===== config.mk =====
export PLATFORM = sky130hd
export DESIGN_NAME = bpfa_queue
export DESIGN_NICKNAME = d
export VERILOG_FILES = /design/src/rtl/core/bpfa_pkg.sv /design/src/rtl/core/bpfa_queue.sv
export SDC_FILE = /design/constraint.sdc
export NUM_CORES = 1
export LEC_CHECK = 0
export BUFFER_PORTS_ARGS = -buffer_cell sky130_fd_sc_hd__buf_4
export CAP_MARGIN = 10
export CORE_MARGIN = 5
export CORE_UTILIZATION = 30
export DETAILED_ROUTE_END_ITERATION = 6
export GPL_TIMING_DRIVEN = 0
export PLACE_DENSITY = 0.61
export REMOVE_ABC_BUFFERS = 1
export SLEW_MARGIN = 15
export SYNTH_ARGS = -nofsm -noshare
export SYNTH_HDL_FRONTEND = slang
export SYNTH_SLANG_ARGS = --single-unit

===== constraint.sdc =====
create_clock -name clk -period 3.1 [get_ports clk]
set_input_delay 0.31 -clock clk [delete_from_list [all_inputs] [get_ports clk]]
set_output_delay 0.31 -clock clk [all_outputs]
set_load 0.02 [all_outputs]

===== src/rtl/core/bpfa_pkg.sv =====
// Shared types and constants of the bitmap page frame allocator.
// Depends on nothing; the files that use it take names from here by scope.
`timescale 1ns / 1ps

package bpfa_pkg;

  // Field widths of the stream payloads.
  localparam int FRAME_W = 20;
  localparam int TDATA_W = 24;

  // Operation codes carried in the input tuser.
  localparam logic OP_ALLOC = 1'b0;
  localparam logic OP_FREE  = 1'b1;

  // Result status carried in the output tuser.
  typedef enum logic [1:0] {
    ST_OK      = 2'd0,
    ST_NO_FREE = 2'd1,
    ST_BEYOND  = 2'd2
  } status_t;

  // Command kinds decided by the front end.
  typedef enum logic [1:0] {
    CMD_ALLOC  = 2'd0,
    CMD_FREE   = 2'd1,
    CMD_REJECT = 2'd2
  } cmd_kind_t;

  typedef struct packed {
    cmd_kind_t          kind;
    logic [FRAME_W-1:0] frame;
  } cmd_t;

  // Command queue between front and back end.
  localparam int QUEUE_DEPTH = 2;

  // Queue view seen by the back end.
  typedef struct packed {
    logic valid;
    cmd_t cmd;
  } queue_head_t;

endpackage


===== src/rtl/core/bpfa_queue.sv =====
// Short command queue that decouples the front end from the back end.
// Depends on bpfa_pkg for the command type and depth.
`timescale 1ns / 1ps

module bpfa_queue (
  input  logic                  clk,
  input  logic                  rst,
  input  logic                  push,
  input  bpfa_pkg::cmd_t        push_cmd,
  output logic                  full,
  input  logic                  pop,
  output bpfa_pkg::queue_head_t head
);

  localparam int PTR_W = (bpfa_pkg::QUEUE_DEPTH > 1) ? $clog2(bpfa_pkg::QUEUE_DEPTH) : 1;

  bpfa_pkg::cmd_t entry [bpfa_pkg::QUEUE_DEPTH];
  logic [PTR_W-1:0] wr_ptr;
  logic [PTR_W-1:0] rd_ptr;
  logic [PTR_W:0]   count;

  assign full       = (count == (PTR_W + 1)'(bpfa_pkg::QUEUE_DEPTH));
  assign head.valid = (count != '0);
  assign head.cmd   = entry[rd_ptr];

  // Entry storage.
  always_ff @(posedge clk) begin
    if (push) begin
      entry[wr_ptr] <= push_cmd;
    end
  end

  // Pointers and fill count.
  always_ff @(posedge clk) begin
    if (rst) begin
      wr_ptr <= '0;
      rd_ptr <= '0;
      count  <= '0;
    end else begin
      if (push) begin
        wr_ptr <= (wr_ptr == PTR_W'(bpfa_pkg::QUEUE_DEPTH - 1)) ? '0 : wr_ptr + PTR_W'(1);
      end
      if (pop) begin
        rd_ptr <= (rd_ptr == PTR_W'(bpfa_pkg::QUEUE_DEPTH - 1)) ? '0 : rd_ptr + PTR_W'(1);
      end
      if (push && !pop) begin
        count <= count + (PTR_W + 1)'(1);
      end else if (pop && !push) begin
        count <= count - (PTR_W + 1)'(1);
      end
    end
  end

endmodule


==> results of run 1 <==
## kinds of logic after synthesis
kind of cell             after synthesis
adder cells (fa/ha/maj)                1
AO/OA/AOI/OAI                          2
AND/OR/NAND/NOR                        9
buffers and inverters                  3
multiplexers                          22
XOR/XNOR                               4
flip-flops                            49
## routing by layer
metal  track usage  wire length (µm)
met1        0.0991              1120
met2         0.161              1750
met5             0                 0
met3        0.0369               248
met4        0.0335                46
## layout by cell type, fill, tap and decap left out, types with 2 or more instances in the layout
| master | count |
|---|---|
| buf_4 | 49 |
| edfxtp_1 | 44 |
| mux2_2 | 22 |
| dfxtp_1 | 5 |
| clkbuf_8 | 5 |
| nor2_1 | 4 |
| xor2_1 | 2 |
| xnor2_1 | 2 |
| clkinv_1 | 2 |
## final timing paths
kind                                     to        start  cells after the start  slack (ns)
worst max register to register  entry[1][7]       wr_ptr                      1        1.51
worst min register to register     count[1]     count[1]                      2        0.51
worst max-delay path               head[20]     register                      2        0.89
worst min-delay path            entry[0][9]  push_cmd[9]                      1        0.20
## final cells by class
type | instances | area [µm²] | area share
clock buffers | 5 | 68.8 | 0.0294
flip-flops and latches | 49 | 1420 | 0.607
well taps | 75 | 93.8 | 0.0401
inverters | 1 | 3.75 | 0.00160
repair buffers | 50 | 383 | 0.164
clock inverters | 3 | 12.5 | 0.00535
multi-input cells | 38 | 357 | 0.152
## where the power goes
| part | internal, W | switching (W) |
|---|---|---|
| logic | 0.000111 | 0.000106 |
| registers | 0.000767 | 0.0000242 |
| clock network | 0.000152 | 0.000187 |
## registers in the layout, indices dropped and copies added (netlist names), named ones only
| register | count |
|---|---|
| count | 2 |
| entry | 44 |
| rd_ptr | 1 |
| wr_ptr | 1 |
## metrics by stage
stage | total power (W) | util | setup WS [ns]
floorplan | 0.000918 | - | 1.37
finish | 0.00135 | 0.400 | 0.893
global route | 0.00142 | 0.400 | 0.713
detailed placement | 0.00103 | 0.386 | 1.14
CTS | 0.00138 | 0.400 | 0.813
global placement | 0.00102 | 0.383 | 0.671
==> run summary, run 1 <==
ys async rst share - 0
area grow syn2layout - 30.8%
vias in the first global route - 1,059
CP Max Fanout - 22
status - finished clean
kind of critical path - reg2out
initial DRC count - 45
crit-path cells - mux2_2 > buf_4
Post-Syn Instances - 90
worst slew pin tran - 1.05 ns
first-pass GRT wire length - 5110 µm
Rows - 28
register area share after synthesis - 0.794
largest family of logic cells by synthesized area - multiplexers
Setup TNS - 0 ns
Post-CTS Setup Bufs - 0
Peak Freq - 453 MHz
Root Driver - clkbuf_8
CTS tree - done
Netlist cell types - 16
CTS Hold Bufs - 0
Finished Layout Cells - 221
Slew HR - 0.299
Synth Area in Compound Gates - 0.00559
Crit path buffers/inverters - 1
cell area after synthesis - 0.00179 mm²
Final Cycle Share - 0.712
Synth Area in Simple Gates - 0.0273
number of buffers created by CTS - 5
XOR/XNOR Fraction of Synth Area - 0.0196
DRT Pass-1 Iters - 4
slowest stage cell on the critical path - dfxtp_1
final-report max-slew violation count - 0
area share of the largest cell type after synthesis - 0.738
layout net count - 172
Final Critical Period - 2.21 ns
Clock Latency Late Sink - 0.29 ns
yosys warns - 0
largest net degree at the start of global routing - 23
antenna-violating nets left - 0
CP Capture Type - primary output
CTS Sinks - 49
Chip Width - 87.2 µm
cell accounting for the most synthesized area - edfxtp_1
adder-cell share of the synthesized area - 0.00699
dpl cell area - 0.00226 mm²
die extent in y - 87.2 µm
buffer levels on the longest clock path - 2
mux cell area share after synthesis - 0.138
CP top delay family - flip-flops
crit-path max cell delay - 1.02 ns
Hold Fails Final Rpt - 0
Syn Area/Cell - 19.9 µm²
IO Pins - 50
Fin Clk Skew - 0.00479 ns
Worst Path Required - 2.79 ns
Synth area leaders - edfxtp_1 74%, mux2_2 14%, dfxtp_1 5.6%, xnor2_1 0.98%, xor2_1 0.98%
Routed WL per cell - 14.3 µm
Leak - 0.879 nW
Total Routing Usage GR - 0.0918
Hold Slack - 0.200 ns
placed cells - 213
clk slew on worst S/H paths - 0.08 ns
top post-synthesis cells by count - 44 x edfxtp_1, 22 x mux2_2, 5 x dfxtp_1
startpoint class of the critical path - register
vias per cell - 4.26
n_diodes - 0
filler instances - 547
Design Area, Final - 0.00234 mm²
share of cells above drive strength 1 - 0.555
flops & latches, synth - 49
Post-synth EDFFs - 44
worst hold path class - in2reg
PD cells - 576 mW/mm²
worst vdd ir - 0.281 mV
most common cell in the netlist - edfxtp_1
drc violations - 0
H-tree lvl count - 2
initial core utilization - 0.306
Placeable Area - 0.00585 mm²
die area - 0.00761 mm²
unrepaired setup endpoints after global routing - false
initial antenna violation count - 0
Post-Route WL - 3160 µm
Buffers on Ports - 49
CTS-repair resized insts - 0
post-DP HPWL - 2170 µm
via count - 941
top_reg_cell synth - edfxtp_1
grt ovf - 0
max-cap violations - 0
Routability Congestion - 0.675
count of final setup violators - 0
CP arrival - 1.90 ns
No activity file was read; power rests on OpenSTA's default activity.
==> inputs of run 2 (changes only) <==
ABC_AREA = 1   (was unset)
clock period = 2.1 ns   (was 3.1 ns; I/O delays follow)
==> run 2 against run 1 <==
Effect of this change: non-clock buffer count unchanged; critical path depth unchanged; core utilization down 0.16 points; register-to-register slack worse by 0.90 ns; clock power up 50%; highest routed layer unchanged; sequential share of layout area down 0.43 points; combinational power up 38%; power up 46%; synthesized cell count up 12%; clock skew down 0.0021 ns.
==> run summary, run 2 <==
clk slew on worst S/H paths - 0.08 ns (about the same)
CTS Hold Bufs - 0 (unchanged)
placed cells - 224 (+5.2%)
antenna-violating nets left - 0 (unchanged)
worst hold path class - in2reg
Synth area leaders - edfxtp_1 73%, mux2_2 14%, dfxtp_1 5.5%, inv_1 1.9%, buf_6 1.2%
Finished Layout Cells - 232 (+5.0%)
area grow syn2layout - 29.7%
first-pass GRT wire length - 5300 µm (+3.8%)
most common cell in the netlist - edfxtp_1
Chip Width - 87.8 µm (+0.71%)
die extent in y - 87.8 µm (+0.71%)
final-report max-slew violation count - 0 (unchanged)
count of final setup violators - 0 (unchanged)
Worst Path Required - 1.89 ns (-0.90 ns)
most frequent cells in the layout - 49 x buf_4, 44 x edfxtp_1, 22 x mux2_2, 9 x inv_1, 6 x nand2_1
vias per cell - 4.28 (+0.52%)
startpoint class of the critical path - register
worst slew pin tran - 0.939 ns (-0.111 ns)
combinational power share - 0.152 (-0.009)
Int Pwr - 0.00150 W (+46%)
cell accounting for the most synthesized area - edfxtp_1
yosys warns - 0 (unchanged)
filler instances - 550 (+0.55%)
DRT Pass-1 Iters - 4 (unchanged)
flops & latches, synth - 49 (unchanged)
met2 wire length - 1780 µm (+1.8%)
status - finished clean
drc violations - 0 (unchanged)
n_diodes - 0 (unchanged)
Syn Area/Cell - 18.0 µm² (-9.5%)
CTS tree - done
CP Capture Type - primary output
Largest Register - entry
kind of critical path - reg2out
Buffers on Ports - 49 (unchanged)
IO Pins - 50 (unchanged)
register area share after synthesis - 0.782 (-0.0126)
buffer levels on the longest clock path - 2 (unchanged)
CP Max Fanout - 22 (unchanged)
wl on met1 - 1240 µm (+11%)
layout net count - 183 (+6.4%)
share of cells above drive strength 1 - 0.516 (-0.0389)
Slew HR - 0.374 (+0.0741)
CP arrival - 1.54 ns (-0.36 ns)
Leak - 0.916 nW (+4.1%)
H-tree lvl count - 2 (unchanged)
Total Routing Usage GR - 0.0914 (-0.000457)
Final Critical Period - 1.75 ns
Rows - 28 (unchanged)
CTS Sinks - 49 (unchanged)
met3 wire len - 259 µm (+4.4%)
worst vdd ir - 0.396 mV (+41%)
die area - 0.00772 mm² (+1.4%)
Final Power - 0.00196 W (+46%)
grt ovf - 0 (unchanged)
leading cell type in the layout, fill and taps excluded - buf_4
Post-synth EDFFs - 44 (unchanged)
Routed WL per cell - 14.2 µm (-0.67%)
top post-synthesis cells by count - 44 x edfxtp_1, 22 x mux2_2, 9 x inv_1
cell area after synthesis - 0.00182 mm² (+1.6%)
via count - 993 (+5.5%)
initial core utilization - 0.307 (+0.00124)
Routability Congestion - 0.606 (-10%)
HP Start - rst
vias in the first global route - 1,129 (+6.6%)
initial DRC count - 56 (+24%)
max-cap violations - 0 (unchanged)
area share of the largest cell type after synthesis - 0.727 (-0.0117)
Hold Fails Final Rpt - 0 (unchanged)
initial antenna violation count - 0 (unchanged)
Seq pwr share - 0.588 (about the same)
ys async rst share - 0 (unchanged)
largest net degree at the start of global routing - 24 (+4.3%)
DR top layer - met4
Psw - 0.000459 W (+45%)
Peak Freq - 572 MHz
Clock Latency Late Sink - 0.29 ns (about the same)
biggest registers after layout - entry x44, count x2
PD cells - 832 mW/mm² (+44%)
Netlist cell types - 14 (-2)
Root Driver - clkbuf_8
Post-Syn Instances - 101 (+12%)
post-DP HPWL - 2400 µm (+11%)
Clock Power Share - 0.259 (+0.007)
Placeable Area - 0.00592 mm² (+1.2%)
Final Cycle Share - 0.832
Post-Route WL - 3300 µm (+4.3%)
number of buffers created by CTS - 5 (unchanged)
switch share - 0.234 (-0.00147)
Fin Clk Skew - 0.00270 ns (-0.00209 ns)
top_reg_cell synth - edfxtp_1
reg2reg start - wr_ptr
max reg flops - 44 (unchanged)
unrepaired setup endpoints after global routing - false
-- run 2: final cells by class --
class | instances | area [µm²] | area share
multi-input combinational | 41 | 343 | 0.145
clock buffer | 6 | 72.6 | 0.0308
sequential | 49 | 1420 | 0.603
inverter | 9 | 33.8 | 0.0143
tap | 75 | 93.8 | 0.0398
clock inverter | 2 | 10.0 | 0.00424
timing repair buffer | 50 | 383 | 0.162
-- run 2: critical path, cell delays in order (launching register included) --
cell and delay [ns]:
dfxtp_2 0.68, mux2_2 0.41, buf_4 0.16
-- run 2: path summary, 6_finish.rpt --
| path | end | slack, ns | depth (start not counted) |
|---|---|---|---|
| hold / removal | register | 0.09 | 2 |
| hold reg to reg | register | 0.51 | 2 |
| setup / recovery | head[0] | 0.35 | 2 |
| setup reg to reg | entry[1][6] | 0.61 | 2 |
-- run 2: timing repair --
| item | CTS | global route |
|---|---|---|
| endpoints found under the setup margin | 22 | 0 |
| gates resized for setup | 1 | 0 |
| buffers inserted | 0 | 0 |
-- run 2: logic make-up (layout without fill, tap and decap cells) --
kind of cell / Yosys count / after routing / share of synthesized area
flip-flops: 49 / 49 / 0.782
AND/OR/NAND/NOR: 15 / 15 / 0.0337
adder cells (fa/ha/maj): 1 / 1 / 0.00688
buffers and inverters: 11 / 67 / 0.0310
AO/OA/AOI/OAI: 2 / 2 / 0.00550
XOR/XNOR: 1 / 1 / 0.00482
multiplexers: 22 / 22 / 0.136
-- run 2: power groups by stage --
| stage | logic [W] | registers [W] | clock network, W |
|---|---|---|---|
| after global placement | 0.000291 | 0.00117 | 0 |
| after floorplan | 0.000162 | 0.00117 | 0 |
| after global routing | 0.000322 | 0.00116 | 0.000586 |
| after CTS | 0.000306 | 0.00116 | 0.000541 |
| after detailed placement | 0.000305 | 0.00118 | 0 |
| final | 0.000299 | 0.00115 | 0.000509 |
-- run 2: layer usage --
layer	track usage	up-vias
met3	0.0395	2
met1	0.0980	479
met2	0.166	37
met5	0	-
met4	0.0209	0
li1	-	475
-- run 2: metrics by stage --
stage / util / hold WS [ns] / worst slack [ns] / TNS [ns] / cell area, µm²
after detailed placement: 0.384 / 0.398 / 0.277 / 0 / 2270
after floorplan: - / 0.282 / 0.434 / 0 / 1800
final: 0.398 / 0.0891 / 0.352 / 0 / 2360
after global placement: 0.381 / 0.396 / -0.140 / -3.05 / 2260
after global routing: 0.398 / 0.0658 / 0.248 / 0 / 2360
after CTS: 0.398 / 0.0710 / 0.294 / 0 / 2360
